===== src/bia_pkg.sv =====
// Shared constants, codes and types of the bitmap indexed block allocator.
// Used by bia_scan and bitmap_indexed_block_allocator; depends on nothing.
`default_nettype none

package bia_pkg;

    localparam int NUM_BLOCKS_DEF = 128;
    localparam int MAX_DATA_DEF   = 4;

    localparam int CHUNK_W   = 16;
    localparam int OFF_W     = $clog2(CHUNK_W);
    localparam int OUT_SLOTS = 4;

    localparam int BLK_NUM_W = 7;
    localparam int COUNT_W   = 3;
    localparam int FREE_W    = 8;
    localparam int CODE_W    = 8;

    localparam int S_TDATA_W = 16;
    localparam int M_TDATA_W = 48;

    localparam logic [CODE_W-1:0] CODE_UNUSED = 8'hFF;
    localparam logic [CODE_W-1:0] CODE_DATA   = 8'hFE;

    localparam logic REQ_ALLOC = 1'b0;
    localparam logic REQ_FREE  = 1'b1;

    localparam logic STATUS_DONE     = 1'b0;
    localparam logic STATUS_NO_SPACE = 1'b1;

    typedef logic [CODE_W-1:0] code_t;

    typedef struct packed {
        logic             found;
        logic [OFF_W-1:0] off;
    } scan_res_t;

endpackage

`default_nettype wire


===== src/bia_ram.sv =====
// Generic simple dual-port RAM with registered read data.
// Standalone; no package dependency.
`default_nettype none

module bia_ram #(
    parameter int WIDTH = 8,
    parameter int DEPTH = 16
) (
    input  logic                                  clk,
    input  logic                                  wr_en,
    input  logic [((DEPTH > 1) ? $clog2(DEPTH) : 1)-1:0] wr_addr,
    input  logic [WIDTH-1:0]                      wr_data,
    input  logic                                  rd_en,
    input  logic [((DEPTH > 1) ? $clog2(DEPTH) : 1)-1:0] rd_addr,
    output logic [WIDTH-1:0]                      rd_data
);

    logic [WIDTH-1:0] mem [DEPTH];
    logic [WIDTH-1:0] rd_data_reg;

    always_ff @(posedge clk)
    begin
        if (wr_en)
        begin
            mem[wr_addr] <= wr_data;
        end
        if (rd_en)
        begin
            rd_data_reg <= mem[rd_addr];
        end
    end

    assign rd_data = rd_data_reg;

endmodule

`default_nettype wire


===== src/bia_scan.sv =====
// Find-first-free unit: lowest clear bit of one chunk of the used bitmap.
// Depends on bia_pkg.
`default_nettype none

module bia_scan (
    input  logic [bia_pkg::CHUNK_W-1:0] used_bits,
    output bia_pkg::scan_res_t          res
);

    localparam int CW = bia_pkg::CHUNK_W;
    localparam int OW = bia_pkg::OFF_W;

    always_comb
    begin
        res = '0;
        for (int i = CW - 1; i >= 0; i--)
        begin
            if (!used_bits[i])
            begin
                res.found = 1'b1;
                res.off   = OW'(i);
            end
        end
    end

endmodule

`default_nettype wire


===== src/bitmap_indexed_block_allocator.sv =====
// Top level of the bitmap indexed block allocator: sequencer, bitmap, row store.
// Depends on bia_pkg, bia_scan and bia_ram.
//
//  channel  | direction | contents
//  s_axis   | in        | tuser: req_type; tdata: block_count, head_block
//  m_axis   | out       | tuser: status; tdata: granted_head, data_block_0..3, free_blocks
//
// Allocate: check, scan of the bitmap in 16-block chunks, head row read and write.
// Free: check, head row read, one index row entry walked per cycle, head row write.
// Refused allocate or out-of-range free: check goes straight to output. One request at a time.
// Reset clears the used bitmap and row valid bits at once; no clearing pass.
// A stalled result holds on m_axis and input stays blocked until it transfers.
`default_nettype none

module bitmap_indexed_block_allocator #(
    parameter int NUM_BLOCKS      = bia_pkg::NUM_BLOCKS_DEF,
    parameter int MAX_DATA_BLOCKS = bia_pkg::MAX_DATA_DEF
) (
    input  logic                          clk,
    input  logic                          rst_n,
    input  logic                          s_axis_tvalid,
    output logic                          s_axis_tready,
    // [2:0] block_count, [9:3] head_block, [15:10] zero
    input  logic [bia_pkg::S_TDATA_W-1:0] s_axis_tdata,
    // [0] req_type
    input  logic                          s_axis_tuser,
    output logic                          m_axis_tvalid,
    input  logic                          m_axis_tready,
    // [6:0] granted_head, [13:7] data_block_0, [20:14] data_block_1,
    // [27:21] data_block_2, [34:28] data_block_3, [42:35] free_blocks, [47:43] zero
    output logic [bia_pkg::M_TDATA_W-1:0] m_axis_tdata,
    // [0] status
    output logic                          m_axis_tuser
);

    localparam int BLK_W   = $clog2(NUM_BLOCKS);
    localparam int FC_W    = $clog2(NUM_BLOCKS + 1);
    localparam int ENT_W   = (MAX_DATA_BLOCKS > 1) ? $clog2(MAX_DATA_BLOCKS) : 1;
    localparam int ROW_W   = MAX_DATA_BLOCKS * bia_pkg::CODE_W;
    localparam int CHUNK_W = bia_pkg::CHUNK_W;
    localparam int OFF_W   = bia_pkg::OFF_W;
    localparam int NCHUNK  = (NUM_BLOCKS + CHUNK_W - 1) / CHUNK_W;
    localparam int CI_W    = (NCHUNK > 1) ? $clog2(NCHUNK) : 1;
    localparam int PAD_W   = (1 << CI_W) * CHUNK_W;
    localparam int CNT_W   = bia_pkg::COUNT_W;
    localparam int NUM_W   = bia_pkg::COUNT_W + 1;
    localparam int BN_W    = bia_pkg::BLK_NUM_W;
    localparam int CODE_W  = bia_pkg::CODE_W;

    typedef enum logic [7:0] {
        ST_IDLE   = 8'b0000_0001,
        ST_CHECK  = 8'b0000_0010,
        ST_SCAN   = 8'b0000_0100,
        ST_HREAD  = 8'b0000_1000,
        ST_HLATCH = 8'b0001_0000,
        ST_WALK   = 8'b0010_0000,
        ST_HWRITE = 8'b0100_0000,
        ST_OUT    = 8'b1000_0000
    } state_t;

    state_t                                   state_reg, state_next;
    logic                                     req_reg, req_next;
    logic [CNT_W-1:0]                         cnt_reg, cnt_next;
    logic [BN_W-1:0]                          head_in_reg, head_in_next;
    logic [BLK_W-1:0]                         blk_reg, blk_next;
    logic                                     ok_reg, ok_next;
    logic                                     refused_reg, refused_next;
    logic [CI_W-1:0]                          chunk_reg, chunk_next;
    logic [NUM_W-1:0]                         n_reg, n_next;
    logic [CNT_W-1:0]                         i_reg, i_next;
    bia_pkg::code_t [MAX_DATA_BLOCKS-1:0]     ptr_reg, ptr_next;
    bia_pkg::code_t [MAX_DATA_BLOCKS-1:0]     row_reg, row_next;
    logic [NUM_BLOCKS-1:0]                    used_reg, used_next;
    logic [NUM_BLOCKS-1:0]                    valid_reg, valid_next;
    logic [FC_W-1:0]                          free_cnt_reg, free_cnt_next;

    logic [CNT_W-1:0]                         cnt_sat;
    logic [PAD_W-1:0]                         map_pad;
    logic [CHUNK_W-1:0]                       chunk_bits;
    bia_pkg::scan_res_t                       scan_res;
    logic [BLK_W-1:0]                         found_blk;
    logic [ENT_W-1:0]                         ent;
    bia_pkg::code_t                           k_code;
    logic                                     k_ok;
    logic [BLK_W-1:0]                         kidx;

    logic                                     wr_en, rd_en;
    logic [BLK_W-1:0]                         wr_addr, rd_addr;
    logic [ROW_W-1:0]                         wr_data, rd_data;
    bia_pkg::code_t [MAX_DATA_BLOCKS-1:0]     rd_row;

    logic [BN_W-1:0]                          slot [bia_pkg::OUT_SLOTS];

    bia_scan u_scan (
        .used_bits (chunk_bits),
        .res       (scan_res)
    );

    bia_ram #(
        .WIDTH (ROW_W),
        .DEPTH (NUM_BLOCKS)
    ) u_rows (
        .clk     (clk),
        .wr_en   (wr_en),
        .wr_addr (wr_addr),
        .wr_data (wr_data),
        .rd_en   (rd_en),
        .rd_addr (rd_addr),
        .rd_data (rd_data)
    );

    assign rd_row = rd_data;

    assign cnt_sat = (32'(s_axis_tdata[CNT_W-1:0]) > MAX_DATA_BLOCKS)
                   ? CNT_W'(MAX_DATA_BLOCKS) : s_axis_tdata[CNT_W-1:0];

    // pad the bitmap with used bits past the last block
    always_comb
    begin
        map_pad                   = '1;
        map_pad[NUM_BLOCKS-1:0]   = used_reg;
    end

    assign chunk_bits = map_pad[{chunk_reg, OFF_W'(0)} +: CHUNK_W];
    assign found_blk  = BLK_W'({chunk_reg, scan_res.off});

    assign ent    = ENT_W'(i_reg);
    assign k_code = row_reg[ent];
    assign k_ok   = (k_code != bia_pkg::CODE_UNUSED) && (k_code != bia_pkg::CODE_DATA)
                 && (32'(k_code) < NUM_BLOCKS);
    assign kidx   = BLK_W'(k_code);

    always_comb
    begin
        state_next    = state_reg;
        req_next      = req_reg;
        cnt_next      = cnt_reg;
        head_in_next  = head_in_reg;
        blk_next      = blk_reg;
        ok_next       = ok_reg;
        refused_next  = refused_reg;
        chunk_next    = chunk_reg;
        n_next        = n_reg;
        i_next        = i_reg;
        ptr_next      = ptr_reg;
        row_next      = row_reg;
        used_next     = used_reg;
        valid_next    = valid_reg;
        free_cnt_next = free_cnt_reg;
        wr_en         = 1'b0;
        wr_addr       = blk_reg;
        wr_data       = row_reg;
        rd_en         = 1'b0;
        rd_addr       = blk_reg;

        unique case (state_reg)
            ST_IDLE:
            begin
                if (s_axis_tvalid)
                begin
                    req_next     = s_axis_tuser;
                    cnt_next     = cnt_sat;
                    head_in_next = s_axis_tdata[CNT_W +: BN_W];
                    blk_next     = BLK_W'(s_axis_tdata[CNT_W +: BN_W]);
                    state_next   = ST_CHECK;
                end
            end
            ST_CHECK:
            begin
                chunk_next   = '0;
                n_next       = '0;
                i_next       = '0;
                ok_next      = 1'b0;
                refused_next = bia_pkg::STATUS_DONE;
                if (req_reg == bia_pkg::REQ_ALLOC)
                begin
                    if (32'(free_cnt_reg) < 32'(cnt_reg) + 1)
                    begin
                        refused_next = bia_pkg::STATUS_NO_SPACE;
                        state_next   = ST_OUT;
                    end
                    else
                    begin
                        ok_next    = 1'b1;
                        state_next = ST_SCAN;
                    end
                end
                else if (32'(head_in_reg) < NUM_BLOCKS)
                begin
                    used_next[blk_reg] = 1'b0;
                    free_cnt_next      = free_cnt_reg + FC_W'(used_reg[blk_reg]);
                    state_next         = ST_HREAD;
                end
                else
                begin
                    state_next = ST_OUT;
                end
            end
            ST_SCAN:
            begin
                if (scan_res.found)
                begin
                    used_next[found_blk] = 1'b1;
                    free_cnt_next        = free_cnt_reg - FC_W'(1);
                    n_next               = n_reg + NUM_W'(1);
                    if (n_reg == '0)
                    begin
                        blk_next     = found_blk;
                        head_in_next = BN_W'(found_blk);
                    end
                    else
                    begin
                        ptr_next[ENT_W'(n_reg - NUM_W'(1))] = CODE_W'(found_blk);
                        wr_en                 = 1'b1;
                        wr_addr               = found_blk;
                        wr_data               = {MAX_DATA_BLOCKS{bia_pkg::CODE_DATA}};
                        valid_next[found_blk] = 1'b1;
                    end
                    if (n_reg == NUM_W'(cnt_reg))
                    begin
                        state_next = ST_HREAD;
                    end
                end
                else
                begin
                    chunk_next = chunk_reg + CI_W'(1);
                end
            end
            ST_HREAD:
            begin
                rd_en      = 1'b1;
                state_next = ST_HLATCH;
            end
            ST_HLATCH:
            begin
                for (int j = 0; j < MAX_DATA_BLOCKS; j++)
                begin
                    if (ok_reg && (32'(cnt_reg) > j))
                    begin
                        row_next[j] = ptr_reg[j];
                    end
                    else if (valid_reg[blk_reg])
                    begin
                        row_next[j] = rd_row[j];
                    end
                    else
                    begin
                        row_next[j] = bia_pkg::CODE_UNUSED;
                    end
                end
                state_next = (ok_reg || (cnt_reg == '0)) ? ST_HWRITE : ST_WALK;
            end
            ST_WALK:
            begin
                row_next[ent] = bia_pkg::CODE_UNUSED;
                if (k_ok)
                begin
                    used_next[kidx]  = 1'b0;
                    valid_next[kidx] = 1'b0;
                    free_cnt_next    = free_cnt_reg + FC_W'(used_reg[kidx]);
                    // index row pointing at itself: whole row goes unused
                    if (kidx == blk_reg)
                    begin
                        row_next = {MAX_DATA_BLOCKS{bia_pkg::CODE_UNUSED}};
                    end
                end
                i_next = i_reg + CNT_W'(1);
                if (i_reg + CNT_W'(1) == cnt_reg)
                begin
                    state_next = ST_HWRITE;
                end
            end
            ST_HWRITE:
            begin
                wr_en               = 1'b1;
                wr_addr             = blk_reg;
                wr_data             = row_reg;
                valid_next[blk_reg] = 1'b1;
                state_next          = ST_OUT;
            end
            ST_OUT:
            begin
                if (m_axis_tready)
                begin
                    state_next = ST_IDLE;
                end
            end
            default:
            begin
                state_next = ST_IDLE;
            end
        endcase
    end

    always_ff @(posedge clk or negedge rst_n)
    begin
        if (!rst_n)
        begin
            state_reg    <= ST_IDLE;
            ok_reg       <= 1'b0;
            refused_reg  <= bia_pkg::STATUS_DONE;
            used_reg     <= '0;
            valid_reg    <= '0;
            free_cnt_reg <= FC_W'(NUM_BLOCKS);
        end
        else
        begin
            state_reg    <= state_next;
            ok_reg       <= ok_next;
            refused_reg  <= refused_next;
            used_reg     <= used_next;
            valid_reg    <= valid_next;
            free_cnt_reg <= free_cnt_next;
        end
    end

    always_ff @(posedge clk)
    begin
        req_reg     <= req_next;
        cnt_reg     <= cnt_next;
        head_in_reg <= head_in_next;
        blk_reg     <= blk_next;
        chunk_reg   <= chunk_next;
        n_reg       <= n_next;
        i_reg       <= i_next;
        ptr_reg     <= ptr_next;
        row_reg     <= row_next;
    end

    for (genvar s = 0; s < bia_pkg::OUT_SLOTS; s++)
    begin : g_slot
        if (s < MAX_DATA_BLOCKS)
        begin : g_used
            assign slot[s] = (ok_reg && (32'(cnt_reg) > s)) ? BN_W'(ptr_reg[s]) : '0;
        end
        else
        begin : g_zero
            assign slot[s] = '0;
        end
    end

    assign s_axis_tready = (state_reg == ST_IDLE);
    assign m_axis_tvalid = (state_reg == ST_OUT);
    assign m_axis_tuser  = refused_reg;
    assign m_axis_tdata  = {5'b0, bia_pkg::FREE_W'(free_cnt_reg),
                            slot[3], slot[2], slot[1], slot[0], head_in_reg};

    a_one_side: assert property (@(posedge clk) disable iff (!rst_n)
        !(s_axis_tready && m_axis_tvalid))
        else $error("input and output sides active together");

    a_free_cnt: assert property (@(posedge clk) disable iff (!rst_n)
        $countones(~used_reg) == 32'(free_cnt_reg))
        else $error("free count out of step with bitmap");

    a_scan_range: assert property (@(posedge clk) disable iff (!rst_n)
        state_reg == ST_SCAN |-> 32'(chunk_reg) < NCHUNK)
        else $error("scan ran past last chunk");

    a_refuse_alloc: assert property (@(posedge clk) disable iff (!rst_n)
        (m_axis_tvalid && m_axis_tuser) |-> (req_reg == bia_pkg::REQ_ALLOC) && !ok_reg)
        else $error("no-space status on a request that is not a refused allocate");

endmodule

`default_nettype wire

===== config.mk =====
export PLATFORM = sky130hd
export DESIGN_NAME = bitmap_indexed_block_allocator
export DESIGN_NICKNAME = d
export VERILOG_FILES = /design/src/bia_pkg.sv /design/src/bia_ram.sv /design/src/bia_scan.sv /design/src/bitmap_indexed_block_allocator.sv
export SDC_FILE = /design/constraint.sdc
export NUM_CORES = 2
export LEC_CHECK = 0
export ABC_CLOCK_PERIOD_IN_PS = 7600
export BUFFER_PORTS_ARGS = -buffer_cell sky130_fd_sc_hd__buf_4
export CAP_MARGIN = 25
export CORE_MARGIN = 3
export CORE_UTILIZATION = 60
export DETAILED_ROUTE_END_ITERATION = 6
export PLACE_DENSITY_LB_ADDON = 0.08
export SETUP_SLACK_MARGIN = 0.2
export SLEW_MARGIN = 20
export SYNTH_ARGS = -nofsm -noshare
export SYNTH_HDL_FRONTEND = slang
export SYNTH_HIERARCHICAL = 1
export SYNTH_SLANG_ARGS = --single-unit

===== constraint.sdc =====
create_clock -name clk -period 7.6 [get_ports clk]
set_input_delay 1.52 -clock clk [delete_from_list [all_inputs] [get_ports clk]]
set_output_delay 1.52 -clock clk [all_outputs]
set_load 0.02 [all_outputs]

# [After elaboration in Yosys (flattened, before gate mapping)]
# Memory sizes are Yosys's and may differ from the RTL's. A register that Yosys moved wholly into a read port is not among the register bits.
# Index checks and enable logic that the tools add are counted.
# Widths: inputs -> output; s select.
[classes] add_sub_neg=8 shift=1 n_eq_ne=23 muxes=96 bitwise=10 n_lt_le_gt_ge=17 reduce_logical=28
[ops] operator="$mux 128" count=6
[ops] operator="$pmux 128 s3" count=2
[ops] operator="$and 128x128->128" count=3
[ops] operator="$or 128x128->128" count=3
[ops] operator="$not 128->128" count=2
[ops] operator="$mux 8" count=21
[ops] operator="$mux 32" count=5
[ops] operator="$shiftx 128x8->16" count=1
[ops] operator="$mux 5" count=16
[ops] operator="$mux 7" count=11
[ops] operator="$pmux 32 s2" count=1
[ops] operator="$pmux 8 s8" count=1
[ops] operator="$bwmux 32" count=1
[ops] operator="$demux 8 s2" count=2
[ops] operator="$or 32x32->32" count=1
[ops] operator="$lt 7x8->1 const B" count=3
[ops] operator="$pmux 8 s3" count=1
[ops] operator="$bmux 1 s7" count=3
[ops] operator="$demux 1 s7" count=3
[ops] operator="$ge 7x1->1 const B" count=3
[ops] operator="$ne 2x2->1 const B" count=9
[ops] operator="$add 8x1->8" count=2
[ops] operator="$bmux 8 s2" count=1
[ops] operator="$ne 8x8->1 const B" count=2
[ops] operator="other kinds (42)" count=80
[word_totals] mem_count=1 inputBits=21 register_bits=359 output_inout_bits=51 ram_bits=4096 elab_cells=204
[memory_table] name="u_rows.mem" words=128 width=32 rd=1 rd_clocked_by_memory_dff=1 wr=1 line="bia_ram.sv:18" rtl="logic [WIDTH-1:0] mem [DEPTH];"

# [Logic depth before layout (Yosys ltp)]
[logic_depth] word_depth=25 ltp_mapped=22 ltp_nobuf=18

# [By module]
# Netlist, hierarchy kept.
[modules_own_cells] module="bia_ram" area_per_inst_um2=156596.4 seq_area_each_um2=123958.9 instances=1 cells_per_inst=5990
[modules_own_cells] module="bitmap_indexed_block_allocator" area_per_inst_um2=23192.2 seq_area_each_um2=9291.4 instances=1 cells_per_inst=2546
[modules_own_cells] module="bia_scan" area_per_inst_um2=163.9 seq_area_each_um2=0.0 instances=1 cells_per_inst=31

# [Worst setup path after synthesis]
# No wires, ideal clock.
[synth_path] path_kind="reg2reg" start="reg chunk_reg[0]" end="mem u_rows/mem[0][24] (netlist bit), data pin" synth_period_minus_slack_ns=6.680 n_path_buf=3 path_stages_with_launch=11 t_arrival_ns=5.852 setup_slack_ns=0.920 setup_time_ns=0.828 required_time_ns=6.772 path_cell_list="edfxtp_1 > buf_1 > buf_1 > mux4_2 > mux2_2 > nand4_1 > nor3_1 > nand2_1 > and3_1 > clkbuf_1 > nor2b_1"
[synth_rtl] item="from (decl)" line="bitmap_indexed_block_allocator.sv:68" rtl="logic [CI_W-1:0] chunk_reg, chunk_next;"
[synth_rtl] item="from (signal assigned)" line="bitmap_indexed_block_allocator.sv:323" rtl="chunk_reg <= chunk_next;"
[synth_rtl] item="to (decl)" line="bia_ram.sv:18"

==> results.tsv <==
stage	metric	value	unit
status	status	finished with violations	
status	failing checks	DRC	
route	vias per cell	7.17	
worst_setup_path	WS Path Type	register to register	
cells_and_area	Post-Layout Cell Count	13200	
synth	Post-synth EDFFs	4209	
synth	Post-synth ARST share	6.11	%
die	Initial Utilization	60.4	%
sta	slew margin rel.	21.9	%
cells_and_area	most frequent cells in the layout	edfxtp_1, mux4_2, clkbuf_16, buf_4, a21oi_1	
worst_setup_path	CP Capture Type	register	
cts	CTS H-tree depth	5	
sta	final setup fails	0	
worst_hold_path	HP Class	register to register	
die	DIE AREA	0.307	sq mm
grt	vias in the first global route	93700	
placed_design	PortBufs	60	
synth	post-synthesis mux area share	18.3	%
worst_setup_path	Worst EP arrival	7420	ps
sta	Final min period	6790	ps
sta	Least-Margin Pin Slew	1170	ps
worst_setup_path	Worst R2R Setup Slack	810	ps
die	die width	554	microns
worst_setup_path	Req. time, crit path	8230	ps
sta	clk_skew	57.5	ps
cts	CTS tree	built	
sta	RSZ-0062 raised after global routing	no	
grt	GRT Residual Overflow	0	
cells_and_area	Fillers	18600	
grt	All-Layer GR Usage	33.2	%
route	first-pass iteration count of the detailed router	7	
worst_setup_path	Slowest-stage cell, CP	nor2_4	
worst_setup_path	Max stage delay on crit path	890	ps
worst_setup_path	CP top delay family	simple AND/OR/NAND/NOR gates	
cells_and_area	max reg flops	4096	
die	Die Height	554	microns
route	Wirelength per Cell	38.2	microns
synth	Synth cell types	81	
cts	setup bufs post-CTS	0	
sta	Max Freq	0.147	GHz
route	post-route antenna net violation count	0	
cts	clock sinks	4483	
die	Core Rows	200	
synth	largest family of logic cells by synthesized area	multiplexers	
synth	Mapped Area	0.180	sq mm
synth	Synthesis Warnings	6	
cts	Inserted Clock Buffers	447	
worst_setup_path	Cell Chain, Critical Path	buf_12 > mux4_2 > mux2_2 > nand4_1 > nor3_1 > nand2_1 > and3_2 > buf_4 > o21ai_0 > buf_4 > nor2b_1 > nand3_1 > nor2_4 > buf_12	
worst_setup_path	Reg-to-Reg End	u_rows/mem[85][9]$_DFFE_PP_	
placed_design	DPL Wire Length	291	mm
grt	first-pass GRT wire length	715	mm
synth	predominant post-synthesis flop cell	edfxtp_1	
worst_setup_path	Reg-to-Reg Start	chunk_reg[2]$_SDFFCE_PN0P_	
synth	Synth Area in Adders	0.192	%
cells_and_area	share of cells above drive strength 1	30.1	%
cells_and_area	leading cell type in the layout, fill and taps excluded	edfxtp_1	
synth	Synth Area in Simple Gates	2.21	%
cts	Longest Clk Path Bufs	4	
worst_setup_path	worst-case reg-to-reg path depth	14	
worst_hold_path	hold path cells	2	
route	residual DRC count	1	
worst_hold_path	Worst Hold Path EP	valid_reg[47]$_DFFE_PN0P_	
route	Post-Route WL	505	mm
route	via count	94800	
cts	Root Driver	clkbuf_16	
worst_setup_path	Worst Path Max Fanout	29	
worst_setup_path	Bufs and invs on worst path	4	
synth	Synth Area in Compound Gates	3.65	%
placed_design	Placed Cells	12400	
grt	largest net degree at the start of global routing	132	
flow_run	count of maximum capacitance violations	0	
cts	clk_lat worst skew	970	ps
synth	cell count after synthesis	8567	
synth	synthesized area per cell	21.0	sq um
sta	final slew viol count	0	
cells_and_area	Area growth syn-to-layout	12.6	%
cts	Clock transition at path regs	60	ps
worst_setup_path	CP startpoint kind	register	
pwr	VDD IR-drop max	0.223	mV
route	initial DRC count	16100	
pwr	Power Density	290	mW/mm^2
cells_and_area	fin nets	8942	
sta	fin crit share	89.3	%
synth	sequential-to-total area share from yosys stat	74.0	%
synth	XOR/XNOR Fraction of Synth Area	0.112	%
cts	Resize count post-CTS	0	
sta	Setup TNS Final	0	ps
worst_hold_path	Hold Crit Start	valid_reg[47]$_DFFE_PN0P_	
die	Placeable Area	0.298	sq mm
placed_design	Placer Congestion	0.954	
cts	CTS Hold Bufs	0	
pwr	Pleak	64.1	nW
grt	initial antenna violation count	39	
pwr	Final Total Pwr	58.7	mW
synth	Seq cells post-synth	4483	
sta	final hold vios	0	
die	io pins	72	
## power by group
| part | total [mW] | internal (mW) | switching [mW] |
|---|---|---|---|
| registers | 27.2 | 27.0 | 0.129 |
| clock network | 21.7 | 12.4 | 9.27 |
| logic | 9.82 | 3.91 | 5.91 |
| total | 58.7 | 43.3 | 15.3 |
## metrics by stage
stage / setup WS (ps) / hold slack (ps) / instance area, sq um / util, %
detailed placement: 1050 / 508 / 188000 / 63.0
global route: 559 / 542 / 203000 / 68.0
global placement: 1080 / 492 / 187000 / 62.9
finish: 811 / 523 / 203000 / 68.0
CTS: 971 / 522 / 202000 / 67.9
floorplan: 920 / 475 / 180000 / -
## worst max path at each step
stage | start | endpoint | cells after the start
6_report | chunk_reg[2]$_SDFFCE_PN0P_ | u_rows/mem[85][9]$_DFFE_PP_ | 14
3_5_place_dp | chunk_reg[2]$_SDFFCE_PN0P_ | u_rows/mem[96][5]$_DFFE_PP_ | 14
3_3_place_gp | chunk_reg[2]$_SDFFCE_PN0P_ | u_rows/mem[101][5]$_DFFE_PP_ | 14
4_1_cts | chunk_reg[2]$_SDFFCE_PN0P_ | u_rows/mem[99][5]$_DFFE_PP_ | 14
5_1_grt | chunk_reg[2]$_SDFFCE_PN0P_ | u_rows/mem[85][9]$_DFFE_PP_ | 14
2_1_floorplan | chunk_reg[0]$_SDFFCE_PN0P_ | u_rows/mem[0][24]$_DFFE_PP_ | 10
## cells in the mapped netlist, types with 19 or more instances
library cell | number | area [sq um]
buf_4 | 20 | 150
a221oi_1 | 24 | 210
nand3_1 | 163 | 816
a21oi_1 | 319 | 1600
or2_2 | 32 | 200
o22ai_1 | 28 | 175
o22a_1 | 29 | 254
o21ai_0 | 275 | 1380
mux2i_1 | 32 | 320
mux2_2 | 83 | 935
inv_1 | 32 | 120
a211oi_1 | 23 | 173
and2_1 | 30 | 188
buf_1 | 73 | 274
o31ai_1 | 134 | 1010
clkbuf_1 | 358 | 1340
nand2_1 | 142 | 533
o21ai_1 | 19 | 95.1
ha_1 | 26 | 325
dfrtp_1 | 272 | 6810
mux4_2 | 1406 | 31700
nor2_1 | 272 | 1020
a22oi_1 | 139 | 1040
nor3_1 | 29 | 145
edfxtp_1 | 4209 | 126000
buf_2 | 132 | 661
nor2b_1 | 41 | 257
## area by class of cell
| type | count | area, sq um | share of cell area, % |
|---|---|---|---|
| clock buffers | 549 | 11700 | 5.76 |
| repair buffers | 462 | 4620 | 2.28 |
| inverters | 35 | 131 | 0.0648 |
| clock inverters | 270 | 2710 | 1.34 |
| multi-input cells | 3465 | 45200 | 22.3 |
| diodes | 25 | 62.6 | 0.0309 |
| well taps | 3939 | 4930 | 2.43 |
| flip-flops and latches | 4483 | 133000 | 65.8 |
## logic make-up after synthesis
kind of cell               count (synthesis)
DFF                                     4483
muxes                                   1523
AOI/OAI and AO/OA                       1069
and+or+nand+nor                          818
buffers and inverters                    623
adders and majority gates                 27
xor gates and xnor gates                  23
other                                      1
## routing by layer
layer | up-vias | share of wire [%] | GRT usage (%)
met4 | 4 | 3.8 | 10.6
met2 | 6283 | 47 | 50.3
met1 | 50600 | 37 | 48.9
li1 | 36900 | - | -
met3 | 1029 | 12 | 7.71
met5 | - | 0.0049 | 0
## worst min-delay path: stages (launching register included)
cell     delay (ps)
dfrtp_1         340
a21oi_1          40
a21oi_1         100
Note: power is estimated with default switching activity, not from simulation.
